`config.mk`:
```
export PLATFORM = sky130hd
export DESIGN_NAME = sorted_priority_queue
export DESIGN_NICKNAME = d
export VERILOG_FILES = /design/src/hw/rtl/spq_pkg.sv /design/src/hw/rtl/sorted_priority_queue.sv /design/src/hw/rtl/spq_ram.sv
export SDC_FILE = /design/constraint.sdc
export NUM_CORES = 1
export LEC_CHECK = 0
export ABC_AREA = 1
export BUFFER_PORTS_ARGS = -buffer_cell sky130_fd_sc_hd__buf_4
export CAP_MARGIN = 30
export CELL_PAD_IN_SITES_DETAIL_PLACEMENT = 1
export CELL_PAD_IN_SITES_GLOBAL_PLACEMENT = 2
export CORE_ASPECT_RATIO = 1.75
export CORE_UTILIZATION = 42
export CTS_CLUSTER_SIZE = 24
export DETAILED_ROUTE_END_ITERATION = 12
export PLACE_DENSITY_LB_ADDON = 0.1
export SYNTH_ARGS = -nofsm -noshare
export SYNTH_HDL_FRONTEND = slang
export SYNTH_SLANG_ARGS = --single-unit
export TNS_END_PERCENT = 1
```
`constraint.sdc`:
```
create_clock -name clk -period 5.41 [get_ports clk]
set_input_delay 0.541 -clock clk [delete_from_list [all_inputs] [get_ports clk]]
set_output_delay 0.541 -clock clk [all_outputs]
set_load 0.05 [all_outputs]
```
`src/hw/rtl/spq_pkg.sv`:
```
`timescale 1ns / 1ps
// ----------------------------------------------------------------------------
// spq_pkg
// Types and constants of the sorted priority queue.
// ----------------------------------------------------------------------------
package spq_pkg;

  localparam int SPQ_CAPACITY = 16;
  localparam int VALUE_W      = 32;
  localparam int COUNT_W      = 5;
  localparam int CMD_W        = 2;

  localparam logic [CMD_W-1:0] CMD_INSERT = 2'd0;
  localparam logic [CMD_W-1:0] CMD_REMOVE = 2'd1;
  localparam logic [CMD_W-1:0] CMD_CLEAR  = 2'd2;

  typedef struct packed {
    logic [CMD_W-1:0]          cmd;
    logic signed [VALUE_W-1:0] value_in;
  } spq_in_t;

  typedef struct packed {
    logic                      ok;
    logic signed [VALUE_W-1:0] value_out;
    logic                      empty_res;
    logic [COUNT_W-1:0]        count;
  } spq_out_t;

endpackage

```
`src/hw/rtl/sorted_priority_queue.sv`:
```
`timescale 1ns / 1ps
// ----------------------------------------------------------------------------
// sorted_priority_queue
// Bounded queue of signed values kept in descending order in one RAM ring.
// ----------------------------------------------------------------------------
//  channel  ports                      handshake
//  input    start, busy, in_data       beat taken when start && !busy
//  result   out_valid, out_data        one-cycle strobe, never stalled
//
// entries sit in a ring between head and tail; remove advances head, insert
// walks back from the tail one entry a cycle, moving each smaller or equal
// entry up by one, until it meets a greater one or passes the head.
// clear, a failed command and an insert into an empty queue finish in idle;
// remove passes through the pop state for the RAM read; insert walks in the
// shift state, plus the place state when the new value lands at the head.
// busy is high while a walk or a read is under way; the result strobes in
// the cycle after the last one. reset empties the queue, no RAM sweep.
// ----------------------------------------------------------------------------
module sorted_priority_queue
  import spq_pkg::*;
#(
  parameter int CAPACITY = SPQ_CAPACITY
) (
  input  logic     clk,
  input  logic     rst_n,
  input  logic     start,
  output logic     busy,
  input  spq_in_t  in_data,
  output logic     out_valid,
  output spq_out_t out_data
);

  localparam int AW = $clog2(CAPACITY);
  localparam int OW = $clog2(CAPACITY + 1);

  localparam logic [1:0] ST_IDLE  = 2'd0;
  localparam logic [1:0] ST_POP   = 2'd1;
  localparam logic [1:0] ST_SHIFT = 2'd2;
  localparam logic [1:0] ST_PLACE = 2'd3;

  logic [1:0]                state_r, state_nxt;
  logic [AW-1:0]             head_r, head_nxt;
  logic [AW-1:0]             tail_r, tail_nxt;
  logic [OW-1:0]             occ_r, occ_nxt;
  logic [AW-1:0]             cur_r, cur_nxt;
  logic [AW-1:0]             left_r, left_nxt;
  logic signed [VALUE_W-1:0] val_r, val_nxt;
  logic                      out_valid_r, out_valid_nxt;
  spq_out_t                  out_r, out_nxt;

  logic               ram_we;
  logic [AW-1:0]      ram_waddr;
  logic [VALUE_W-1:0] ram_wdata;
  logic [AW-1:0]      ram_raddr;
  logic [VALUE_W-1:0] ram_rdata;

  function automatic logic [AW-1:0] ptr_inc(input logic [AW-1:0] p);
    return (p == AW'(CAPACITY - 1)) ? '0 : p + 1'b1;
  endfunction

  function automatic logic [AW-1:0] ptr_dec(input logic [AW-1:0] p);
    return (p == '0) ? AW'(CAPACITY - 1) : p - 1'b1;
  endfunction

  function automatic spq_out_t make_res(input logic ok, input logic [VALUE_W-1:0] v,
                                        input logic [OW-1:0] occ);
    spq_out_t res;
    res.ok        = ok;
    res.value_out = v;
    res.empty_res = (occ == '0);
    res.count     = COUNT_W'(occ);
    return res;
  endfunction

  spq_ram #(
    .WIDTH (VALUE_W),
    .DEPTH (CAPACITY)
  ) u_ram (
    .clk   (clk),
    .we    (ram_we),
    .waddr (ram_waddr),
    .wdata (ram_wdata),
    .raddr (ram_raddr),
    .rdata (ram_rdata)
  );

  always_comb begin
    state_nxt     = state_r;
    head_nxt      = head_r;
    tail_nxt      = tail_r;
    occ_nxt       = occ_r;
    cur_nxt       = cur_r;
    left_nxt      = left_r;
    val_nxt       = val_r;
    out_valid_nxt = 1'b0;
    out_nxt       = out_r;
    ram_we        = 1'b0;
    ram_waddr     = tail_r;
    ram_wdata     = val_r;
    ram_raddr     = ptr_dec(tail_r);

    case (state_r)
      ST_IDLE: begin
        if (start) begin
          out_valid_nxt = 1'b1;
          out_nxt       = make_res(1'b0, '0, occ_r);
          case (in_data.cmd)
            CMD_INSERT: begin
              if (occ_r == OW'(CAPACITY)) begin
                out_nxt = make_res(1'b0, '0, occ_r);
              end else if (occ_r == '0) begin
                ram_we    = 1'b1;
                ram_waddr = tail_r;
                ram_wdata = in_data.value_in;
                tail_nxt  = ptr_inc(tail_r);
                occ_nxt   = occ_r + 1'b1;
                out_nxt   = make_res(1'b1, '0, occ_r + 1'b1);
              end else begin
                // start the walk at the last stored entry
                out_valid_nxt = 1'b0;
                ram_raddr     = ptr_dec(tail_r);
                cur_nxt       = ptr_dec(tail_r);
                left_nxt      = AW'(occ_r - 1'b1);
                val_nxt       = in_data.value_in;
                state_nxt     = ST_SHIFT;
              end
            end
            CMD_REMOVE: begin
              if (occ_r != '0) begin
                out_valid_nxt = 1'b0;
                ram_raddr     = head_r;
                state_nxt     = ST_POP;
              end
            end
            CMD_CLEAR: begin
              occ_nxt  = '0;
              tail_nxt = head_r;
              out_nxt  = make_res(1'b1, '0, '0);
            end
            default: begin
              out_nxt = make_res(1'b0, '0, occ_r);
            end
          endcase
        end
      end
      ST_POP: begin
        head_nxt      = ptr_inc(head_r);
        occ_nxt       = occ_r - 1'b1;
        out_valid_nxt = 1'b1;
        out_nxt       = make_res(1'b1, ram_rdata, occ_r - 1'b1);
        state_nxt     = ST_IDLE;
      end
      ST_SHIFT: begin
        ram_we    = 1'b1;
        ram_waddr = ptr_inc(cur_r);
        if ($signed(ram_rdata) > val_r) begin
          ram_wdata     = val_r;
          tail_nxt      = ptr_inc(tail_r);
          occ_nxt       = occ_r + 1'b1;
          out_valid_nxt = 1'b1;
          out_nxt       = make_res(1'b1, '0, occ_r + 1'b1);
          state_nxt     = ST_IDLE;
        end else begin
          ram_wdata = ram_rdata;
          if (left_r == '0) begin
            state_nxt = ST_PLACE;
          end else begin
            ram_raddr = ptr_dec(cur_r);
            cur_nxt   = ptr_dec(cur_r);
            left_nxt  = left_r - 1'b1;
          end
        end
      end
      ST_PLACE: begin
        // new value is the largest: it becomes the head entry
        ram_we        = 1'b1;
        ram_waddr     = cur_r;
        ram_wdata     = val_r;
        tail_nxt      = ptr_inc(tail_r);
        occ_nxt       = occ_r + 1'b1;
        out_valid_nxt = 1'b1;
        out_nxt       = make_res(1'b1, '0, occ_r + 1'b1);
        state_nxt     = ST_IDLE;
      end
      default: begin
        state_nxt = ST_IDLE;
      end
    endcase
  end

  always_ff @(posedge clk) begin
    if (!rst_n) begin
      state_r     <= ST_IDLE;
      head_r      <= '0;
      tail_r      <= '0;
      occ_r       <= '0;
      out_valid_r <= 1'b0;
    end else begin
      state_r     <= state_nxt;
      head_r      <= head_nxt;
      tail_r      <= tail_nxt;
      occ_r       <= occ_nxt;
      out_valid_r <= out_valid_nxt;
    end
  end

  always_ff @(posedge clk) begin
    cur_r  <= cur_nxt;
    left_r <= left_nxt;
    val_r  <= val_nxt;
    out_r  <= out_nxt;
  end

  assign busy      = (state_r != ST_IDLE);
  assign out_valid = out_valid_r;
  assign out_data  = out_r;

endmodule

```
`src/hw/rtl/spq_ram.sv`:
```
`timescale 1ns / 1ps
// ----------------------------------------------------------------------------
// spq_ram
// Generic single-write, single-read RAM with a registered read port.
// ----------------------------------------------------------------------------
module spq_ram #(
  parameter int WIDTH = 32,
  parameter int DEPTH = 16
) (
  input  logic                     clk,
  input  logic                     we,
  input  logic [$clog2(DEPTH)-1:0] waddr,
  input  logic [WIDTH-1:0]         wdata,
  input  logic [$clog2(DEPTH)-1:0] raddr,
  output logic [WIDTH-1:0]         rdata
);

  logic [WIDTH-1:0] mem [DEPTH];

  always_ff @(posedge clk) begin
    if (we) begin
      mem[waddr] <= wdata;
    end
    rdata <= mem[raddr];
  end

endmodule

```
* After elaboration in Yosys (flattened, before gate mapping)
Memory sizes are Yosys's and may differ from the RTL's. A register that Yosys moved wholly into a read port is not among the register bits. Cells that the tools add are included.
Operators by class: add/subtract/negate cells 8, multiply operators 0, div/mod/pow operators 0, $lt $le $gt $ge 1, equality and inequality tests 23, shift operators 0, mux-type cells 71, bitwise gates (word level) 2, reduce and logical (&&, ||, !) cells 20
Operators by type and width (count):
- $mux 32 | 5
- $mux 39 | 4
- $pmux 39 s4 | 1
- $mux 4 | 26
- $pmux 39 s2 | 1
- $pmux 32 s2 | 1
- $pmux 4 s2 | 5
- $gt 32x32->1 | 1
- $mux 5 | 4
- $pmux 5 s4 | 1
- $logic_not 5->1 | 3
- $ne 3x3->1 const B | 5
- $add 4x1->4 const B | 3
- $eq 4x4->1 const B | 3
- $logic_not 4->1 | 3
- $mux 2 | 6
- $ne 2x2->1 const B | 6
- $pmux 4 s3 | 1
- $reduce_and 6->1 | 2
- $sub 4x1->4 const B | 3
- $mux 1 | 10
- $pmux 5 s2 | 1
- $reduce_and 5->1 | 2
- $reduce_and 7->1 | 1
- 18 further kinds | 27
Storage, ports and cells: register bits 95, bits in latches 0, bits in writable memories 512, memory bits (read-only) 0, word-level logic and storage cells 138, memories kept 1
Memory list:
- u_ram.mem | depth 16, bits a word 32, rd ports 1, clocked after Yosys merged registers in 1, write ports 1, RTL line spq_ram.sv:18 | logic [WIDTH-1:0] mem [DEPTH];

* Longest topological paths before layout
Gate-level depths: netlist (run 1).
depth after elaboration 8, gate-level depth with buffers 27

* By module
Synthesis (run 1) repeated with hierarchy kept, for this count alone.
Unflattened totals: cells, all modules 2873, area total of the unflattened synthesis 28962.8 um2
By module, submodules not included:
- spq_ram | instances 1, cells each 2120, area each 22730.6 um2, seq. area each 16015.4 um2
- sorted_priority_queue | instances 1, cells each 753, area each 6232.2 um2, seq. area each 2692.6 um2

* Worst setup path after synthesis (run 1)
No wires, ideal clock.
kind reg2reg, start register val_r[31], end register tail_r[0], setup time 122 ps, data arrival time 4241 ps, required time 5288 ps, setup slack 1046 ps, stages on the path, launching flop included 18, buffers on the path 0, clock period less this slack 4364 ps, cells stage by stage edfxtp_1 > inv_1 > ha_1 > nand2_1 > nor2_2 > nand2_2 > nor4_4 > nand2_1 > nand3_1 > nand3_2 > nand2_2 > inv_2 > nor2_1 > nand2_1 > nor2_2 > inv_2 > o21ai_0 > a21oi_1
On the way: longest elaborated chain between the ends 3
Ends and longest elaborated chain:
- from (decl) | RTL line sorted_priority_queue.sv:47 | logic signed [VALUE_W-1:0] val_r, val_nxt;
- from (signal assigned) | RTL line sorted_priority_queue.sv:210 | val_r <= val_nxt;
- $gt 32x32->1 | RTL line sorted_priority_queue.sv:156 | if ($signed(ram_rdata) > val_r) begin
- $ne 2x2->1 (no line)
- $reduce_and 6->1 (no line)
- to (signal assigned) | RTL line sorted_priority_queue.sv:201 | tail_r <= tail_nxt;
- to (decl) | RTL line sorted_priority_queue.sv:43 | logic [AW-1:0] tail_r, tail_nxt;
Every way passes these cells. A chain may end at the register's enable or synchronous reset.

* Worst setup path after layout (run 1)
start register val_r[15], end register u_ram.rdata[21], read port of u_ram.mem
On the way: longest elaborated chain between the ends 3
Ends and longest elaborated chain:
- $gt 32x32->1 | RTL line sorted_priority_queue.sv:156
- $mux 4 | RTL line sorted_priority_queue.sv:156
- $pmux 4 s2 | RTL line sorted_priority_queue.sv:102 | case (state_r)
- to (decl) | RTL line spq_ram.sv:15 | output logic [WIDTH-1:0] rdata
Every way passes these cells.

==> flow_metrics.tcl, run 1 <==
set metrics [dict create \
    outcome "finished clean" \
    synth_common_cells "nand3_1, edfxtp_1, nand2_1" \
    die_y_um 349.1 \
    path_max_fanout 194 \
    cp.required_ps 5950 \
    seq_area_frac_synth_pct 64.69 \
    synth_most_common_cell "nand3_1" \
    drc 0 \
    port_buffers 77 \
    fin_crit_ps 4274 \
    rsz0062_at_grt "no" \
    ys.warnings.count 0 \
    hold_path.class "input port to register" \
    yosysUniqueCellTypes 47 \
    setup_ws_ps 1136 \
    antenna_found_initial 2 \
    clockBufferDepth 3 \
    fp.dieW_um 200.4 \
    setup_violations 0 \
    worstHoldEndpoint "val_r[5]" \
    grt_pass1_vias 22270 \
    gp_congestion 0.8591 \
    synthCells 2780 \
    critical_path_buf_inv_count 3 \
    initial_core_util_pct 42.66 \
    yosysTopAreaCell "edfxtp_1" \
    pin_count 78 \
    synth_top_area_share_pct 61.37 \
    start_kind "register" \
    cts_max_level 2 \
    worst_setup_path_end_kind "register" \
    max_freq_mhz 234.0 \
    cts_hold_buf 0 \
    regArea_mm2 0.01871 \
    critPathKind "register to register" \
    multi_input_area_mm2 0.007931 \
    ant_nets 0 \
    ys.flop_type "edfxtp_1" \
    pre_cts_ws_ps 1194 \
    reg2reg_depth 21 \
    drive_gt1_share_pct 10.42 \
    slew_viol_final 0 \
    clk_pin_slew_worst_paths_ps 70 \
    dpl.hpwl_um 58030 \
    slew_headroom_pct 15.07 \
    timing.rr.end "u_ram.rdata[21]" \
    post_cts_resized 0 \
    period_share_pct 79.00 \
    worstReg2RegStart "val_r[15]" \
    nNetsFinal 2932 \
    avgSynthCellArea_um2 10.40 \
    numClockSinks 639 \
    clk_latency_ps 640 \
    avgViaCountPerCell 5.503 \
    slowest_delay_ps 520 \
    critPathTopFamily "simple AND/OR/NAND/NOR gates" \
    async_reset_ff_share_pct 0 \
    routed_wl_um 95400 \
    r2r_slack_ps 1140 \
    maxCapViolations 0 \
    hold_path_depth 1 \
    worstPathArrival_ps 4820 \
    setup_tns_ps 0 \
    fillCellCount 7472 \
    areaGrowthSynthToFinish_pct 12.81 \
    netlist_area_mm2 0.02892 \
    timing_hold_violations_final 0 \
    cp_num_cells 21 \
    wl_per_cell_um 25.13 \
    grtUsageTotal_pct 27.58 \
    core_mm2 0.06779 \
    ys_ff_latch 639 \
    drt-pass1-iter-count 5 \
    worst_pin_slew_ps 1274 \
    synth_area_leaders "edfxtp_1, nand3_1, nand2_1" \
    first_iter_violations 1432 \
    cts_setup_buffers 0 \
    root_buffer "clkbuf_16" \
    grt_max_degree 195 \
    num_rows 126 \
    critPathSlowestCell "buf_12" \
    synth_edf_count 591 \
    min-delay-start "in_data[5]" \
    grt.overflow.total 0 \
    synth_nets 2861 \
    grt_pass1_wl_um 143900 \
    vias 20890 \
    cts_buffers 58 \
    crit_chain "inv_1, ha_1, nand2_1, inv_1, nand3_1, a21oi_1, nor2_1, nand2_1, nand2_1, nand3_1, nand3_2, nand3_1, nand2_2, nand2_8, buf_12, nand3_1, nand2_1, nand2_1, nand3_1, nand3_1, nand2_1" \
    final.setup_skew_ps 25.32 \
    cts_tree "yes" \
    die_area_mm2 0.06995 \
]
sequential cells by signal, summed over array words and instances, names as in the netlist:
register     flops
cur_r            4
head_r           4
left_r           4
occ_r            5
out_data        39
out_valid        1
state_r          2
tail_r           4
u_ram.mem      512
u_ram.rdata     32
val_r           32
cell usage in the layout, fill, tap and decap left out, types with 4 or more instances in the layout:
cell       instances
o221ai_1          33
nand2_1          560
nand3_1          602
o21bai_1           5
o21ai_0           66
clkinv_2          13
buf_4            145
xnor2_1            5
buf_12            22
inv_1            413
nand2_2           10
a211oi_1           4
clkbuf_1          14
inv_2             12
nor3_1             7
nor2_1            65
clkinv_1          16
nor2_4            18
dfxtp_1           48
clkbuf_16         59
xor2_1             6
edfxtp_1         591
nand3b_1          32
ha_1              44
nor2_2             4
a21oi_1           61
o32ai_1            4
area by class of cell:
| class | instances | area share [%] |
|---|---|---|
| repair buffers | 167 | 4.687 |
| flip-flops and latches | 639 | 57.35 |
| diodes | 1 | 0.007671 |
| inverters | 426 | 4.909 |
| clock inverters | 34 | 0.5715 |
| well taps | 896 | 3.437 |
| multi-input cells | 1559 | 24.31 |
| clock buffers | 74 | 4.729 |
through the flow:
step	area [µm²]	util, %	hold WS (ps)	std cells
after floorplan	28920	-	481.0	2780
after global placement	30820	45.47	512.6	3678
after detailed placement	30890	45.57	522.6	3687
after CTS	32620	48.12	45.48	3795
after global routing	32620	48.12	56.36	3795
final	32620	48.12	84.40	3796
layer usage:
metal  wire, µm  track usage (%)  part of all wire [%]  vias to the layer above
li1           -                -                     -                     9565
met1      39460            34.51                    41                    10680
met2      49220            49.72                    52                      498
met3       4173            3.292                   4.4                      140
met4       2526            8.132                   2.6                        2
met5         17                0                 0.018                        -
cell families after synthesis:
group                    count (synthesis)  synth area share, %
flip-flops                             639                64.69
multiplexers                             1              0.03462
AND/OR/NAND/NOR                       1312                20.47
buffers and inverters                  582                8.532
AO/OA/AOI/OAI                          191                4.037
XOR/XNOR                                11               0.3332
adder cells (fa/ha/maj)                 44                1.904
how the worst max path moves through the flow:
stage | startpoint | slack, ps | end
final | val_r[15] | 1140 | u_ram.rdata[21]
after global placement | val_r[15] | 990 | u_ram.mem[14][4]
after CTS | val_r[15] | 1160 | u_ram.rdata[28]
after detailed placement | val_r[15] | 1190 | u_ram.rdata[28]
after global routing | val_r[15] | 920 | u_ram.rdata[28]
after floorplan | val_r[31] | 1050 | tail_r[0]
worst register-to-register path, stage by stage, from the launching register on:
cell	delay, ps
edfxtp_1	340
inv_1	70
ha_1	310
nand2_1	80
inv_1	80
nand3_1	310
a21oi_1	430
nor2_1	70
nand2_1	70
nand2_1	60
nand3_1	100
nand3_2	150
nand3_1	150
nand2_2	110
nand2_8	100
buf_12	520
nand3_1	600
nand2_1	140
nand2_1	70
nand3_1	100
nand3_1	130
nand2_1	200
Power of run 1 is not shown: default switching activity piles up to over one toggle a cycle in this logic, so the estimate is an artifact.
==> run 2, diff against run 1 <==
- clock period: 5.41 -> 4.4 ns (I/O delays scaled with it)
==> flow_metrics.tcl, run 2 (synthesis results as in run 1) <==
set metrics [dict create \
    path_max_fanout 25 \
    pre_cts_ws_ps 362.7 \
    initial_core_util_pct 42.66 \
    slew_headroom_pct 46.29 \
    slew_viol_final 0 \
    grt_pass1_vias 22060 \
    nNetsFinal 2973 \
    regMostFlops "u_ram.mem" \
    grt_max_degree 118 \
    final_common_cell "nand3_1" \
    start_kind "register" \
    fp.dieW_um 200.4 \
    critPathSlowestCell "buf_4" \
    grt_pass1_wl_um 138600 \
    vias 20840 \
    final_area_mm2 0.03321 \
    place_area_mm2 0.03092 \
    outcome "finished clean" \
    maxCapViolations 0 \
    startpoint "occ_r[0]" \
    worst_pin_slew_ps 805.7 \
    rsz0062_at_grt "no" \
    hold_path.class "input port to register" \
    cp.required_ps 4670 \
    period_share_pct 91.70 \
    critPathTopFamily "simple AND/OR/NAND/NOR gates" \
    avgViaCountPerCell 5.430 \
    drc 0 \
    clk_pin_slew_worst_paths_ps 70 \
    multi_input_area_mm2 0.007931 \
    gp_congestion 0.9124 \
    pin_count 78 \
    clockBufferDepth 3 \
    worstReg2RegStart "occ_r[0]" \
    die_area_mm2 0.06995 \
    antenna_found_initial 1 \
    fin_crit_ps 4035 \
    ant_nets 0 \
    critPathKind "register to register" \
    drt-pass1-iter-count 5 \
    largest_register_ffs 512 \
    final.setup_skew_ps 15.60 \
    max_freq_mhz 247.8 \
    core_mm2 0.06779 \
    setup_ws_ps 365.1 \
    final_cell_mix "nand3_1, edfxtp_1, nand2_1, inv_1, buf_4" \
    num_rows 126 \
    grtUsageTotal_pct 26.55 \
    first_iter_violations 1460 \
    dpl.hpwl_um 55900 \
    regArea_mm2 0.01871 \
    min-delay-start "in_data[33]" \
    worstPathArrival_ps 4300 \
    worst_setup_path_end_kind "register" \
    port_buffers 77 \
    critical_path_buf_inv_count 6 \
    clk_latency_ps 640 \
    cpMostUsedCell "inv_2" \
    cts_tree "yes" \
    wl_per_cell_um 24.03 \
    routed_wl_um 92240 \
    slowest_delay_ps 530 \
    cts_buffers 58 \
    crit_chain "inv_1, ha_1, nand2_1, nor2_2, inv_2, nor2_4, inv_2, nor2_1, inv_1, nor2_1, inv_2, o21ai_0, nand3_1, nor2_4, buf_4" \
    timing_hold_violations_final 0 \
    numClockSinks 639 \
    setup_violations 0 \
    root_buffer "clkbuf_16" \
    grt.overflow.total 0 \
    setup_tns_ps 0 \
    drive_gt1_share_pct 11.05 \
    cts_max_level 2 \
    fillCellCount 7387 \
    cts_setup_buffers 0 \
    final_core_util_pct 49.00 \
    areaGrowthSynthToFinish_pct 14.86 \
    die_y_um 349.1 \
]
==> run 2: cell types whose count changed in the layout (fill, tap and decap cells not counted), moves of 2 or more <==
cell / change
clkbuf_8: +8
clkinv_1: -12
clkbuf_16: +2
dlygate4sd3_1: +32
buf_4: +11
bufinv_16: +4
buf_12: -2
==> run 2: layout make-up <==
| type | count | area share [%] |
|---|---|---|
| diodes | 1 | 0.007534 |
| clock buffers | 83 | 5.116 |
| clock inverters | 26 | 0.7798 |
| inverters | 426 | 4.822 |
| multi-input cells | 1559 | 23.88 |
| flip-flops and latches | 639 | 56.32 |
| well taps | 896 | 3.375 |
| repair buffers | 208 | 5.696 |
==> run 2: per-layer routing <==
metal / part of all wire, % / global-route usage (%) / up-vias / routed length, µm
met5: 0 / 0 / - / 0
met1: 41 / 32.46 / 10590 / 37540
met2: 52 / 48.60 / 478 / 48060
met4: 3.0 / 8.895 / 0 / 2764
li1: - / - / 9640 / -
met3: 4.2 / 2.667 / 129 / 3879
==> run 2: worst paths after layout <==
kind                            to  slack (ps)  cells after the start
setup / recovery  u_ram.mem[8][17]         370                     15
setup reg to reg  u_ram.mem[8][17]         370                     15
hold reg to reg          head_r[0]         560                      2
hold / removal           out_valid         130                      2
==> run 2: repair_timing <==
action,4_1_cts,5_1_grt
hold endpoints to repair,32,0
resized for setup,0,0
hold buffers,32,0
setup endpoints to repair,0,0
==> run 2: stage by stage <==
| stage | std cells | hold WS [ps] |
|---|---|---|
| floorplan | 2780 | 481.0 |
| global placement | 3694 | 541.2 |
| detailed placement | 3694 | 542.3 |
| CTS | 3835 | 93.42 |
| global route | 3837 | 108.0 |
| finish | 3838 | 126.1 |
==> run 2: worst register-to-register path, stage by stage, from the launching register on <==
cell and delay (ps):
dfxtp_1 430, inv_1 180, ha_1 180, nand2_1 80, nor2_2 160, inv_2 90
nor2_4 150, inv_2 80, nor2_1 250, inv_1 70, nor2_1 220, inv_2 60
o21ai_0 420, nand3_1 470, nor2_4 240, buf_4 530
Power of run 2 is left out for the same reason.
==> run 3, diff against run 2 <==
- RECOVER_POWER: default -> 25
- TNS_END_PERCENT: 1 -> 100
==> flow_metrics.tcl, run 3 (synthesis results as in run 1) <==
set metrics [dict create \
    period_share_pct 93.33 \
    critPathKind "register to register" \
    cts_buffers 58 \
    numClockSinks 639 \
    hold_path.class "input port to register" \
    timing.rr.end "u_ram.mem[11][0]" \
    path_max_fanout 18 \
    ant_nets 0 \
    wl_per_cell_um 24.02 \
    worst_setup_path_end_kind "register" \
    regMostFlops "u_ram.mem" \
    r2r_slack_ps 290 \
    slew_headroom_pct 17.80 \
    die_y_um 349.1 \
    use_met3_pct 2.667 \
    clockBufferDepth 3 \
    worstReg2RegStart "val_r[25]" \
    reg2reg_depth 14 \
    fp.dieW_um 200.4 \
    avgViaCountPerCell 5.434 \
    clk_latency_ps 640 \
    met2_usage_pct 48.60 \
    drive_gt1_share_pct 8.841 \
    vias 20850 \
    startpoint "val_r[25]" \
    final_cell_mix "nand3_1, edfxtp_1, nand2_1, inv_1, buf_4" \
    drc 0 \
    cp.required_ps 4700 \
    initial_core_util_pct 42.66 \
    fillCellCount 7412 \
    worstPathArrival_ps 4410 \
    crit_end "u_ram.mem[11][0]" \
    cts_max_level 2 \
    root_buffer "clkbuf_16" \
    cts_setup_buffers 0 \
    largest_register_ffs 512 \
    final.setup_skew_ps 16.22 \
    met1_usage_pct 32.46 \
    outcome "finished clean" \
    dpl.hpwl_um 55900 \
    routed_wl_um 92170 \
    port_buffers 77 \
    antennaDiodeCount 0 \
    gp_congestion 0.9124 \
    grtUsageTotal_pct 26.55 \
    num_rows 126 \
    die_area_mm2 0.06995 \
    post_cts_resized 0 \
    worst_pin_slew_ps 1233 \
    grt_pass1_vias 22060 \
    grt_max_degree 118 \
    timing_hold_violations_final 0 \
    antenna_found_initial 1 \
    rsz0062_at_grt "no" \
    first_iter_violations 1390 \
    grt_pass1_wl_um 138600 \
    core_mm2 0.06779 \
    start_kind "register" \
    grt.overflow.total 0 \
    pin_count 78 \
    grt-busiest-layer "met2" \
    setup_violations 0 \
    areaGrowthSynthToFinish_pct 13.95 \
    drt-pass1-iter-count 5 \
    fin_crit_ps 4106 \
    nNetsFinal 2973 \
    clk_pin_slew_worst_paths_ps 70 \
    slew_viol_final 0 \
    maxCapViolations 0 \
    setup_tns_ps 0 \
    final_common_cell "nand3_1" \
    max_freq_mhz 243.5 \
    cts_tree "yes" \
]
-- run 3: changes by cell type in the layout (fill, tap and decap cells not counted), sizes merged --
cell    before  now
clkbuf      83  170
diode        1    0
buf        176   89
-- run 3: per-layer routing --
metal	up-vias	part of all wire, %	wire length (µm)
li1	9641	-	-
met4	0	3.2	2920
met5	-	0	0
met1	10610	41	37830
met3	135	4.0	3679
met2	468	52	47740
-- run 3: through the flow --
stage	cells	utilization, %	hold WS [ps]	instance area (µm²)	setup slack, ps
floorplan	2780	-	481.0	28920	36.06
global placement	3694	45.61	541.2	30920	394.1
detailed placement	3694	45.61	542.3	30920	362.7
CTS	3835	48.97	93.42	33200	340.8
global route	3837	48.61	108.0	32950	49.42
finish	3837	48.61	126.1	32950	293.5
-- run 3: how the worst min path moves through the flow --
stage | startpoint | end | slack, ps | cells after the start
after global routing | in_data[33] | out_valid | 110 | 2
after floorplan | head_r[0] | head_r[0] | 480 | 2
final | in_data[33] | out_valid | 130 | 2
after detailed placement | head_r[0] | head_r[0] | 540 | 2
after global placement | head_r[0] | head_r[0] | 540 | 2
after CTS | in_data[33] | out_valid | 90 | 2
-- run 3: worst max-delay path, cell delays in order, from the launching register on --
cell      delay [ps]
edfxtp_1         360
inv_1            100
ha_1             250
a21oi_1          250
o21ai_0          270
nand2_1          130
nand2_1           60
a21oi_1          160
nand2_1           80
nand2_1           60
nand3_1          180
nand2_1          500
clkbuf_1         830
o221ai_1         200
clkbuf_2         330
-- run 3: cell type report --
cell class,count,area [µm²],area share (%)
clock buffers,83,1699,5.156
repair buffers,208,1658,5.031
inverters,426,1602,4.860
flip-flops and latches,639,18710,56.77
well taps,896,1121,3.402
multi-input cells,1559,7906,23.99
clock inverters,26,259.0,0.7860
-- run 3: timing repair --
action / 4_1_cts / 5_1_grt
endpoints found under the setup margin: 0 / 0
hold endpoints to repair: 32 / 0
hold buffers: 32 / 0
Power of run 3 is left out for the same reason.
